File: config.mk
export PLATFORM = sky130hd
export DESIGN_NAME = carmichael_number_test_core
export DESIGN_NICKNAME = d
export VERILOG_FILES = /design/src/sv/cnt_pkg.sv /design/src/sv/cnt_mulmod.sv /design/src/sv/carmichael_number_test_core.sv
export SDC_FILE = /design/constraint.sdc
export NUM_CORES = 1
export LEC_CHECK = 0
export BUFFER_PORTS_ARGS = -buffer_cell sky130_fd_sc_hd__clkbuf_2
export CAP_MARGIN = 10
export CORE_MARGIN = 3
export CORE_UTILIZATION = 35
export DETAILED_ROUTE_END_ITERATION = 6
export PLACE_DENSITY_LB_ADDON = 0.08
export SLEW_MARGIN = 25
export SYNTH_ARGS = -nofsm -noshare
export SYNTH_HDL_FRONTEND = slang
export SYNTH_HIERARCHICAL = 1
export SYNTH_SLANG_ARGS = --single-unit
File: constraint.sdc
create_clock -name i_clk -period 10.12 [get_ports i_clk]
set_input_delay 2.024 -clock i_clk [delete_from_list [all_inputs] [get_ports i_clk]]
set_output_delay 2.024 -clock i_clk [all_outputs]
set_load 0.03 [all_outputs]
File: src/sv/cnt_pkg.sv
// ----------------------------------------------------------------------------
// cnt_pkg
// Shared widths and types for the Carmichael number test core.
// ----------------------------------------------------------------------------
package cnt_pkg;
    localparam int VALUE_BITS = 16;
    localparam int IN_BITS    = 16;
    localparam int CNT_BITS   = $clog2(VALUE_BITS + 1);

    typedef logic [VALUE_BITS-1:0] t_value;
    typedef logic [CNT_BITS-1:0]   t_count;

    // Request to the bit-serial modular multiplier.
    typedef struct packed {
        logic   start;
        t_value a;
        t_value b;
    } t_mul_req;
endpackage

File: src/sv/cnt_mulmod.sv
// ----------------------------------------------------------------------------
// cnt_mulmod
// Bit-serial modular multiplier: a*b mod m, one bit of b per cycle.
// ----------------------------------------------------------------------------
module cnt_mulmod (
    input  logic              i_clk,
    input  logic              i_rst_n,
    input  cnt_pkg::t_mul_req i_req,
    input  cnt_pkg::t_value   i_mod,
    output logic              o_done,
    output cnt_pkg::t_value   o_prod
);
    import cnt_pkg::*;

    logic          r_busy;
    t_count        r_cnt;
    t_value        r_a;
    t_value        r_b;
    t_value        r_acc;
    logic [VALUE_BITS:0] w_dbl;
    logic [VALUE_BITS:0] w_dbl_red;
    logic [VALUE_BITS:0] w_add;
    t_value        w_next;

    // Horner step, MSB first: acc = 2*acc (+a), each reduced once (acc, a < m).
    always_comb begin
        w_dbl     = {r_acc, 1'b0};
        w_dbl_red = (w_dbl >= {1'b0, i_mod}) ? w_dbl - {1'b0, i_mod} : w_dbl;
        w_add     = w_dbl_red + {1'b0, r_a};
        if (r_b[VALUE_BITS-1]) begin
            w_next = (w_add >= {1'b0, i_mod}) ? VALUE_BITS'(w_add - {1'b0, i_mod})
                                               : VALUE_BITS'(w_add);
        end else begin
            w_next = VALUE_BITS'(w_dbl_red);
        end
    end

    always_ff @(posedge i_clk) begin
        if (!i_rst_n) begin
            r_busy <= 1'b0;
            o_done <= 1'b0;
            r_cnt  <= '0;
        end else begin
            o_done <= 1'b0;
            if (i_req.start) begin
                r_busy <= 1'b1;
                r_a    <= i_req.a;
                r_b    <= i_req.b;
                r_acc  <= '0;
                r_cnt  <= CNT_BITS'(VALUE_BITS);
            end else if (r_busy) begin
                r_acc <= w_next;
                r_b   <= {r_b[VALUE_BITS-2:0], 1'b0};
                r_cnt <= r_cnt - 1'b1;
                if (r_cnt == CNT_BITS'(1)) begin
                    r_busy <= 1'b0;
                    o_done <= 1'b1;
                end
            end
        end
    end

    assign o_prod = r_acc;

    assert property (@(posedge i_clk) disable iff (!i_rst_n)
        o_done |-> !r_busy) else $error("done while busy");
    assert property (@(posedge i_clk) disable iff (!i_rst_n)
        r_busy |-> r_cnt != '0) else $error("busy with zero count");
    assert property (@(posedge i_clk) disable iff (!i_rst_n)
        o_done |-> $past(r_busy)) else $error("done without work");
endmodule

File: src/sv/carmichael_number_test_core.sv
// ----------------------------------------------------------------------------
// carmichael_number_test_core
// Carmichael test: sweep bases, binary gcd, Fermat check by square-and-multiply.
// ----------------------------------------------------------------------------
// Candidates below 3 go from the base check straight to the result. Otherwise each
// base costs a binary gcd and, if coprime, up to 2*VALUE_BITS serial multiplies
// (squares and multiplies) on the bit-serial multiplier.
// One item at a time: a new candidate is taken only once the last result is gone.
// Reset: synchronous active-low; returns to idle, no result pending.
module carmichael_number_test_core (
    input  logic                       i_clk,
    input  logic                       i_rst_n,
    input  logic                       i_valid,
    output logic                       o_stall,
    input  logic [cnt_pkg::IN_BITS-1:0] i_candidate,
    output logic                       o_valid,
    input  logic                       i_stall,
    output logic                       o_is_carmichael
);
    import cnt_pkg::*;

    typedef enum logic [3:0] {
        S_IDLE, S_BASE, S_GCD, S_EXP, S_SQ_WAIT, S_MUL_WAIT, S_CHECK, S_DONE
    } t_state;

    t_state   r_state;
    t_value   r_n;            // candidate
    t_value   r_base;         // base_counter
    t_value   r_gl, r_gr;     // gcd operands
    t_count   r_shift;        // common power of two in gcd
    t_value   r_acc;          // power_accumulator
    t_value   r_sq;           // running square
    t_value   r_exp;          // exponent_shift
    logic     r_found;        // found_common_factor
    logic     r_failed;       // fermat_failed
    t_mul_req r_req;
    logic     n_start;
    logic     w_done;
    t_value   w_prod;

    cnt_mulmod u_mul (
        .i_clk  (i_clk),
        .i_rst_n(i_rst_n),
        .i_req  (r_req),
        .i_mod  (r_n),
        .o_done (w_done),
        .o_prod (w_prod)
    );

    // Stall input while an item is in flight or a result waits.
    assign o_stall = (r_state != S_IDLE);

    // Pulse a multiplier start on each multiply or square issued.
    always_comb begin
        n_start = ((r_state == S_EXP) && (r_exp != '0)) ||
                  ((r_state == S_MUL_WAIT) && w_done);
    end

    always_ff @(posedge i_clk) begin
        if (!i_rst_n) begin
            r_state         <= S_IDLE;
            o_valid         <= 1'b0;
            o_is_carmichael <= 1'b0;
            r_req.start     <= 1'b0;
            r_found         <= 1'b0;
            r_failed        <= 1'b0;
        end else begin
            r_req.start <= n_start;
            unique case (r_state)
                S_IDLE: begin
                    if (i_valid) begin
                        r_n      <= t_value'(i_candidate);
                        r_found  <= 1'b0;
                        r_failed <= 1'b0;
                        r_base   <= VALUE_BITS'(2);
                        r_state  <= S_BASE;
                    end
                end
                S_BASE: begin
                    // Base past n-1 (or n < 3) ends the sweep.
                    if (r_base >= r_n) begin
                        r_state <= S_DONE;
                    end else begin
                        r_gl    <= r_n;
                        r_gr    <= r_base;
                        r_shift <= '0;
                        r_state <= S_GCD;
                    end
                end
                S_GCD: begin
                    // Binary gcd: one halving or subtract per cycle.
                    if (r_gl == r_gr) begin
                        if (r_shift != '0 || r_gl != VALUE_BITS'(1)) begin
                            r_found <= 1'b1;
                            r_base  <= r_base + 1'b1;
                            r_state <= S_BASE;
                        end else begin
                            r_acc   <= VALUE_BITS'(1);
                            r_sq    <= r_base;
                            r_exp   <= r_n;
                            r_state <= S_EXP;
                        end
                    end else if (!r_gl[0] && !r_gr[0]) begin
                        r_gl    <= r_gl >> 1;
                        r_gr    <= r_gr >> 1;
                        r_shift <= r_shift + 1'b1;
                    end else if (!r_gl[0]) begin
                        r_gl <= r_gl >> 1;
                    end else if (!r_gr[0]) begin
                        r_gr <= r_gr >> 1;
                    end else if (r_gl > r_gr) begin
                        r_gl <= r_gl - r_gr;
                    end else begin
                        r_gr <= r_gr - r_gl;
                    end
                end
                S_EXP: begin
                    // Scan exponent LSB first.
                    if (r_exp == '0) begin
                        r_state <= S_CHECK;
                    end else if (r_exp[0]) begin
                        r_req.a <= r_acc;
                        r_req.b <= r_sq;
                        r_state <= S_MUL_WAIT;
                    end else begin
                        r_req.a <= r_sq;
                        r_req.b <= r_sq;
                        r_state <= S_SQ_WAIT;
                    end
                end
                S_MUL_WAIT: begin
                    if (w_done) begin
                        r_acc   <= w_prod;
                        r_req.a <= r_sq;
                        r_req.b <= r_sq;
                        r_state <= S_SQ_WAIT;
                    end
                end
                S_SQ_WAIT: begin
                    if (w_done) begin
                        r_sq    <= w_prod;
                        r_exp   <= r_exp >> 1;
                        r_state <= S_EXP;
                    end
                end
                S_CHECK: begin
                    if (r_acc != r_base) begin
                        r_failed <= 1'b1;
                        r_state  <= S_DONE;
                    end else begin
                        r_base  <= r_base + 1'b1;
                        r_state <= S_BASE;
                    end
                end
                S_DONE: begin
                    // Hold the result until taken.
                    if (!o_valid) begin
                        o_valid         <= 1'b1;
                        o_is_carmichael <= r_found && !r_failed;
                    end else if (!i_stall) begin
                        o_valid <= 1'b0;
                        r_state <= S_IDLE;
                    end
                end
                default: r_state <= S_IDLE;
            endcase
        end
    end

    assert property (@(posedge i_clk) disable iff (!i_rst_n)
        o_valid |-> r_state == S_DONE) else $error("result outside done");
    assert property (@(posedge i_clk) disable iff (!i_rst_n)
        (o_valid && i_stall) |=> o_valid && $stable(o_is_carmichael))
        else $error("stalled result changed");
    assert property (@(posedge i_clk) disable iff (!i_rst_n)
        (r_state == S_GCD) |-> r_gl != '0 && r_gr != '0) else $error("gcd hit zero");
endmodule
; Word-level counts from Yosys, hierarchy flattened
; Index checks and enable logic that the tools add are counted.
[totals]
word_cells = 179
register_bits = 213
memories = 0
mem_bits_rw = 0
in_bits = 20
latch_bits = 0
romBits = 0
[classes]
add_sub_neg = 8
bitwise = 3
n_div = 0
order_cmp = 4
n_reduce_logical = 40
eq_ne = 29
n_mul = 0
shifts = 0
n_mux = 70
[op_table]
columns = op, n
row1 = $mux W16, 29
row2 = $pmux W16 S2, 5
row3 = $mux W32, 3
row4 = $pmux W32 S2, 1
row5 = $pmux W16 S3, 1
row6 = $sub A16 B16 Y16, 3
row7 = $ge A17 B16 Y1, 2
row8 = $pmux W4 S8, 1
row9 = $mux W5, 5
row10 = $mux W4, 6
row11 = $ne A2 B2 Y1 const B, 12
row12 = $reduce_and A6 Y1, 4
row13 = $reduce_and A5 Y1, 4
row14 = $add A17 B16 Y17, 1
row15 = $mux W17, 1
row16 = $sub A17 B16 Y17, 1
row17 = $add A16 B1 Y16 const B, 1
row18 = $eq A16 B16 Y1, 1
row19 = $eq A4 B3 Y1 const B, 4
row20 = $ge A16 B16 Y1, 1
row21 = $gt A16 B16 Y1, 1
row22 = $logic_not A16 Y1, 1
row23 = $ne A16 B1 Y1 const B, 1
row24 = $ne A16 B16 Y1, 1
row25 = other kinds (28), 64

; Longest topological paths before layout
; Gate-level depths: netlist of run 1.
[depth]
word_depth = 7
depth_mapped = 29
mapped_depth_nobuf = 26

; By module
; The synthesis of run 1 kept the hierarchy.
[by_module_without_submodules]
columns = mod, cells_each, instances, area_each_um2, seq_area_each_um2
row1 = carmichael_number_test_core, 835, 1, 9077.5, 4634.4
row2 = cnt_mulmod, 500, 1, 4870.9, 1581.5

; Worst setup path before layout of run 1
; No wires, ideal clock.
[synth_timing]
path_type = flip-flop to flip-flop
from = register u_mul.r_acc[9] (netlist: u_mul/o_prod[9])
to = register u_mul.r_acc[13] (netlist: u_mul/o_prod[13]), data pin
arrival_time_ns = 5.851
setup_time_ns = 0.257
path_stages_with_launch = 29
required_time_ns = 9.863
setup_slack_ns = 4.012
path_cell_list = edfxtp_1 ha_1 buf_6 a211o_1 o211ai_1 a21oi_1 a2111oi_2 o21ai_2 buf_6 buf_2 nor2_1 a21oi_1 ha_1 and2_1 a221o_1 a31oi_4 o21ai_0 a21o_1 a21oi_1 xnor2_1 ha_1 a21o_1 a21oi_2 o21bai_1 a21o_1 a221o_1 or3_1 mux2_2 o2111a_1
[synth_via]
elab_chain_len = 7
[synth_rtl]
columns = element, line
row1 = "start, declared", cnt_mulmod.sv:19  ; t_value r_acc;
row2 = "start signal, assigned", cnt_mulmod.sv:52  ; r_acc <= w_next;
row3 = $sub A17 B16 Y17 / $ge A17 B16 Y1 (equally long branches), cnt_mulmod.sv:28  ; w_dbl_red = (w_dbl >= {1'b0, i_mod}) ? w_dbl - {1'b0, i_mod} : w_dbl;
row4 = $mux W17 (*), cnt_mulmod.sv:28
row5 = $add A17 B16 Y17, cnt_mulmod.sv:29  ; w_add = w_dbl_red + {1'b0, r_a};
row6 = $sub A16 B16 Y16 / $ge A17 B16 Y1 (equally long branches), cnt_mulmod.sv:31  ; w_next = (w_add >= {1'b0, i_mod}) ? VALUE_BITS'(w_add - {1'b0, i_mod})
row7 = $mux W16, cnt_mulmod.sv:31
row8 = $mux W16 (*), cnt_mulmod.sv:30  ; if (r_b[VALUE_BITS-1]) begin
row9 = $mux W16 (*), cnt_mulmod.sv:51  ; end else if (r_busy) begin
; Mark *: on every way between the ends. The rest lies on a longest branch, timed or not. The select of a mux whose other input is x is not followed.
; A chain may end at the register's enable or synchronous reset.

; Worst setup path in the final report of run 1
[layout_timing]
from = register u_mul.r_acc[14] (netlist: u_mul/o_prod[14])
to = register u_mul.r_acc[2] (netlist: u_mul/o_prod[2]), data pin
[layout_via]
elab_chain_len = 7
[layout_rtl]
columns = element, line
row1 = $sub A17 B16 Y17 / $ge A17 B16 Y1 (equally long branches), cnt_mulmod.sv:28
row2 = $mux W17 (*), cnt_mulmod.sv:28
row3 = $add A17 B16 Y17, cnt_mulmod.sv:29
row4 = $ge A17 B16 Y1 / $sub A16 B16 Y16 (equally long branches), cnt_mulmod.sv:31
row5 = $mux W16, cnt_mulmod.sv:31
row6 = $mux W16 (*), cnt_mulmod.sv:30
row7 = $mux W16 (*), cnt_mulmod.sv:51
; Marked as above.

==> impl_metrics.tcl, run 1 <==
set metrics [dict create \
    status "completed" \
    regToRegEndpoint "u_mul/o_prod[2]$_SDFFCE_PP0P_" \
    ir_drop_v 0.000162 \
    syn_area_per_cell_um2 10.4 \
    cp_max_fo 21 \
    nets 1471 \
    ys_top_cells_by_area "edfxtp_1 (42%), ha_1 (9.1%), mux2_2 (4.8%)" \
    synth_top_area_share 0.424 \
    power_leakage_nw 5.81 \
    registers.top_by_ff_count "r_req" \
    holdPathEnd "u_mul/r_a[14]$_DFFE_PP_" \
    synth_async_sr_flop_share 0 \
    path_class "flip-flop to flip-flop" \
    die_y_um 206 \
    netlist_area_um2 13900 \
    grt_antenna_before_repair 1 \
    yosysTopAreaCell "edfxtp_1" \
    fmax_ghz 0.140 \
    dieArea_um2 42300 \
    synth_edf_count 197 \
    grt_pass1_vias 10200 \
    synth_seq_cells 212 \
    firstDrtPassIters 5 \
    critPathCaptureType "flip-flop" \
    worst-r2r-setup-slack_ps 2980 \
    area_delta_synth_final_pct 11.1 \
    tightest_slew_ps 1100 \
    postCtsHoldBufs 0 \
    syn_inst 1335 \
    synth-seq-area-share 0.446 \
    min-delay-start "r_req[30]$_DFFE_PP_" \
    crit_path_top_delay_cell "a221oi_2" \
    largest_reg_flops 33 \
    arrival_ps 7430 \
    synth_nets 1462 \
    path_buf_inv 1 \
    drive_gt1_frac 0.136 \
    htreeDepth 1 \
    wl_um 41900 \
    drtAntennaViolNets 0 \
    min_path_type "flip-flop to flip-flop" \
    worstSetupStartpointType "flip-flop" \
    final_cells 1882 \
    setup_violations 0 \
    hold_viol_final 0 \
    cp_top_family "compound AO/OA/AOI/OAI gates" \
    path_clk_slew_ps 60 \
    synth_flop_cell "edfxtp_1" \
    dpl.hpwl_um 32100 \
    io_buffers 22 \
    dp_cells 1833 \
    slew_viol_final 0 \
    fp.dieW_um 206 \
    reg2reg_depth 23 \
    post_cts_buffers 0 \
    grt_start_max_net_pins 53 \
    clock-sinks 212 \
    grt_pass1_wl_um 63700 \
    insertion_delay_ps 540 \
    ys_warn_count 6 \
    max_stage_delay_ps 740 \
    wl_per_cell_um 22.3 \
    worstHoldPathCells 0 \
    r2r_start "u_mul/o_prod[14]$_SDFFCE_PP0P_" \
    gp_congestion 0.840 \
    ios 23 \
    grt_use_total 0.198 \
    initial_core_util 0.358 \
    slew_headroom 0.264 \
    clock_skew_ps 18.2 \
    crit_required_ps 10400 \
    drc 0 \
    root_buffer "clkbuf_16" \
    via_per_inst 5.50 \
    drv_cap 0 \
    min_period_ps 7140 \
    diodes 0 \
    ys_top_cells_by_count "edfxtp_1 (197), nor2_1 (113), ha_1 (102)" \
    cts.path.max_buffers 3 \
    drt_iter0_markers 656 \
    yosysUniqueCellTypes 90 \
    rows 72 \
    post-synth-top-count-cell "edfxtp_1" \
    cts_tree "yes" \
    min_period_over_period 0.706 \
    overflow 0 \
    num_vias 10400 \
    setup_tns_ps 0 \
    numCtsBuffers 26 \
    rsz0062_at_grt "false" \
    p_per_area_nw_per_um2 267 \
    cp_cell_sequence "ha_1, nand4_1, nor4_1, a2111oi_2, o21ai_2, buf_4, mux2_2, ha_1, or3_1, a221o_1, a31oi_4, o21ai_0, a21o_1, a21oi_1, xnor2_1, ha_1, a21o_1, a21oi_2, o21bai_1, a21o_1, a221oi_2, nand2_2, a221o_1" \
    core_um2 39000 \
    ctsResizeCount 0 \
]
-- power breakdown --
| part | leakage (nW) | internal (W) | switching (W) |
|---|---|---|---|
| combinational | 3.45 | 0.000724 | 0.00118 |
| sequential | 1.92 | 0.00114 | 0.000130 |
| clock | 0.441 | 0.000585 | 0.000376 |
-- placed cells by master (no fill, tap or decap), types with 6 or more instances in the layout --
master	instances
edfxtp_1	197
nor2_1	110
ha_1	102
inv_1	93
nand2_1	90
a21oi_1	81
o21ai_0	74
xnor2_1	59
mux2_2	59
xor2_1	31
and2_1	27
nand3_1	27
clkbuf_16	27
a21o_1	23
clkbuf_2	22
nand4_1	18
a221oi_1	17
nor3_1	15
dfxtp_1	15
o21a_1	14
and3_1	14
nand2b_1	13
buf_4	13
nor4_1	11
o211ai_1	10
a211oi_1	10
nor2b_1	9
a21boi_0	8
or3_1	8
o21bai_1	8
clkinv_2	8
a221o_1	7
o31ai_1	6
a221oi_2	6
o21ai_1	6
-- through the flow --
stage	instance area (um^2)	total power [W]	hold slack (ps)	setup slack, ps	util
after detailed placement	14600	0.00317	407	3030	0.374
after global routing	15500	0.00440	423	2690	0.397
after floorplan	13900	0.00264	400	4010	-
after global placement	14600	0.00318	401	3200	0.374
after CTS	15500	0.00415	416	3010	0.397
final	15500	0.00414	419	2980	0.397
-- worst max path at each step --
| stage | cells after the start | endpoint | startpoint | slack (ps) |
|---|---|---|---|---|
| finish | 23 | u_mul/o_prod[2]$_SDFFCE_PP0P_ | u_mul/o_prod[14]$_SDFFCE_PP0P_ | 2980 |
| global route | 25 | u_mul/o_prod[5]$_SDFFCE_PP0P_ | r_n[12]$_DFFE_PP_ | 2690 |
| CTS | 23 | u_mul/o_prod[5]$_SDFFCE_PP0P_ | u_mul/o_prod[14]$_SDFFCE_PP0P_ | 3010 |
| detailed placement | 23 | u_mul/o_prod[2]$_SDFFCE_PP0P_ | u_mul/o_prod[14]$_SDFFCE_PP0P_ | 3030 |
| global placement | 23 | u_mul/o_prod[2]$_SDFFCE_PP0P_ | u_mul/o_prod[14]$_SDFFCE_PP0P_ | 3200 |
| floorplan | 28 | u_mul/o_prod[13]$_SDFFCE_PP0P_ | u_mul/o_prod[9]$_SDFFCE_PP0P_ | 4010 |
-- per-layer routing --
metal	GRT usage	vias up	part of all wire
li1	-	4953	-
met1	0.281	5098	0.47
met2	0.327	259	0.47
met3	0.0215	45	0.042
met4	0.0454	0	0.019
met5	0	-	0
-- final cells by class --
cell class,instances,area (um^2)
tap,518,648
clock buffer,33,728
multi-input combinational,974,7170
clock inverter,15,159
sequential,212,6220
timing repair buffer,36,219
fill,3791,23500
inverter,94,353
-- cells by family after synthesis --
kind of cell,Yosys count,synth area share
AND/OR/NAND/NOR,379,0.135
flip-flops,212,0.446
adder cells (fa/ha/maj),107,0.0987
buffers and inverters,149,0.0445
XOR/XNOR,92,0.0605
AO/OA/AOI/OAI,334,0.166
multiplexers,62,0.0499
(Power assumes the default switching activity.)
==> inputs of run 2 (changes only) <==
==> constraint.sdc (replaced) <==
create_clock -name i_clk -period 6.3 [get_ports i_clk]
set_input_delay 1.26 -clock i_clk [delete_from_list [all_inputs] [get_ports i_clk]]
set_output_delay 1.26 -clock i_clk [all_outputs]
set_load 0.03 [all_outputs]
==> impl_metrics.tcl, run 2 (same netlist as run 1, synthesis figures left out) <==
set metrics [dict create \
    critPathCaptureType "flip-flop" \
    setup_violations 0 \
    worst-r2r-setup-slack_ps 180 \
    ios 23 \
    status "completed" \
    grt_use_total 0.194 \
    regToRegEndpoint "u_mul/o_prod[11]$_SDFFCE_PP0P_" \
    largest_reg_flops 33 \
    clock_skew_ps 19.5 \
    area_delta_synth_final_pct 15.2 \
    p_per_area_nw_per_um2 432 \
    ir_drop_v 0.000299 \
    grt-busiest-layer "met2" \
    die_y_um 206 \
    worstSetupStartpointType "flip-flop" \
    nFillCells 3780 \
    diodes 0 \
    critPathLaunch "r_n[10]$_DFFE_PP_" \
    fmax_ghz 0.163 \
    min-delay-start "r_req[30]$_DFFE_PP_" \
    min_period_ps 6120 \
    met3_usage 0.0204 \
    holdPathEnd "u_mul/r_a[14]$_DFFE_PP_" \
    grt_start_max_net_pins 53 \
    dpl.hpwl_um 31800 \
    drtAntennaViolNets 0 \
    slew_headroom 0.356 \
    drive_gt1_frac 0.179 \
    fin_ws_ps 180 \
    fp.dieW_um 206 \
    io_buffers 22 \
    gp_congestion 0.859 \
    wl_um 41300 \
    final_cell_mix "edfxtp_1 (197), nor2_1 (111), ha_1 (97)" \
    grt_antenna_before_repair 1 \
    drt_iter0_markers 608 \
    dieArea_um2 42300 \
    num_vias 10400 \
    max_stage_delay_ps 430 \
    setup_tns_ps 0 \
    path_buf_inv 3 \
    registers.top_by_ff_count "r_req" \
    min_period_over_period 0.971 \
    layout_commonest_cell "edfxtp_1" \
    path_clk_slew_ps 60 \
    grt_pass1_wl_um 63000 \
    met2_usage 0.332 \
    numCtsBuffers 25 \
    final_cells 1934 \
    reg2reg_depth 26 \
    root_buffer "clkbuf_16" \
    insertion_delay_ps 530 \
    crit_path_top_delay_cell "edfxtp_1" \
    crit_required_ps 6630 \
    min_path_type "flip-flop to flip-flop" \
    cp_top_family "compound AO/OA/AOI/OAI gates" \
    overflow 0 \
    drc 0 \
    grt_pass1_vias 10400 \
    initial_core_util 0.358 \
    power_leakage_nw 6.11 \
    postCtsHoldBufs 0 \
    firstDrtPassIters 5 \
    htreeDepth 1 \
    cp_max_fo 8 \
    tightest_slew_ps 958 \
    via_per_inst 5.39 \
    nets 1524 \
    grt_util_met1 0.269 \
    path_class "flip-flop to flip-flop" \
    r2r_start "r_n[10]$_DFFE_PP_" \
    hold_viol_final 0 \
    dp_slack_ps -116 \
    core_um2 39000 \
    slew_viol_final 0 \
    clock-sinks 212 \
    cts.path.max_buffers 3 \
    wl_per_cell_um 21.3 \
    dp_cells 1877 \
    rows 72 \
    worstHoldPathCells 0 \
    cts_tree "yes" \
    arrival_ps 6450 \
    drv_cap 0 \
]
==> run 2: changes by cell type in the layout (fill, tap and decap cells not counted), sizes merged <==
cell      change
inv           +2
buf          +54
clkinvlp      -1
clkbuf        -5
clkinv        -3
bufinv        +5
==> run 2: metal layers <==
metal	share of wire	wire length [um]	vias to the layer above
met2	0.48	19900	177
li1	-	-	5052
met3	0.034	1410	43
met4	0.016	656	0
met5	0	0	-
met1	0.47	19300	5145
==> run 2: layout make-up <==
cell class              count  area (um^2)  share of cell area
multi-input cells         974         7290               0.454
flip-flops and latches    212         6220               0.387
well taps                 518          648              0.0403
clock buffers              28          637              0.0396
repair buffers             90          632              0.0393
inverters                  94          353              0.0220
clock inverters            18          293              0.0182
==> run 2: power by group <==
group	switching (W)	internal (W)
Sequential	0.000197	0.00183
Combinational	0.00194	0.00133
Clock	0.000590	0.00105
Total	0.00273	0.00422
==> run 2: stage by stage <==
stage / total power (W) / area, um^2 / util / hold slack (ps)
detailed placement: 0.00522 / 14900 / 0.382 / 407
CTS: 0.00690 / 15900 / 0.407 / 417
floorplan: 0.00425 / 13900 / - / 400
global route: 0.00738 / 16100 / 0.412 / 421
finish: 0.00695 / 16100 / 0.412 / 416
global placement: 0.00525 / 14900 / 0.382 / 402
==> run 2: worst max-delay path by stage <==
stage,slack (ps),end,cells past startpoint
6_report,180,u_mul/o_prod[11]$_SDFFCE_PP0P_,26
5_1_grt,-20,u_mul/o_prod[10]$_SDFFCE_PP0P_,26
4_1_cts,4,u_mul/o_prod[10]$_SDFFCE_PP0P_,26
3_5_place_dp,-120,u_mul/o_prod[11]$_SDFFCE_PP0P_,26
3_3_place_gp,-150,u_mul/o_prod[11]$_SDFFCE_PP0P_,26
2_1_floorplan,190,u_mul/o_prod[13]$_SDFFCE_PP0P_,28
==> run 2: repair_timing <==
action,4_1_cts,5_1_grt
gates resized for setup,5,29
pin swaps,3,20
buffers inserted,1,9
endpoints found under the setup margin,14,16
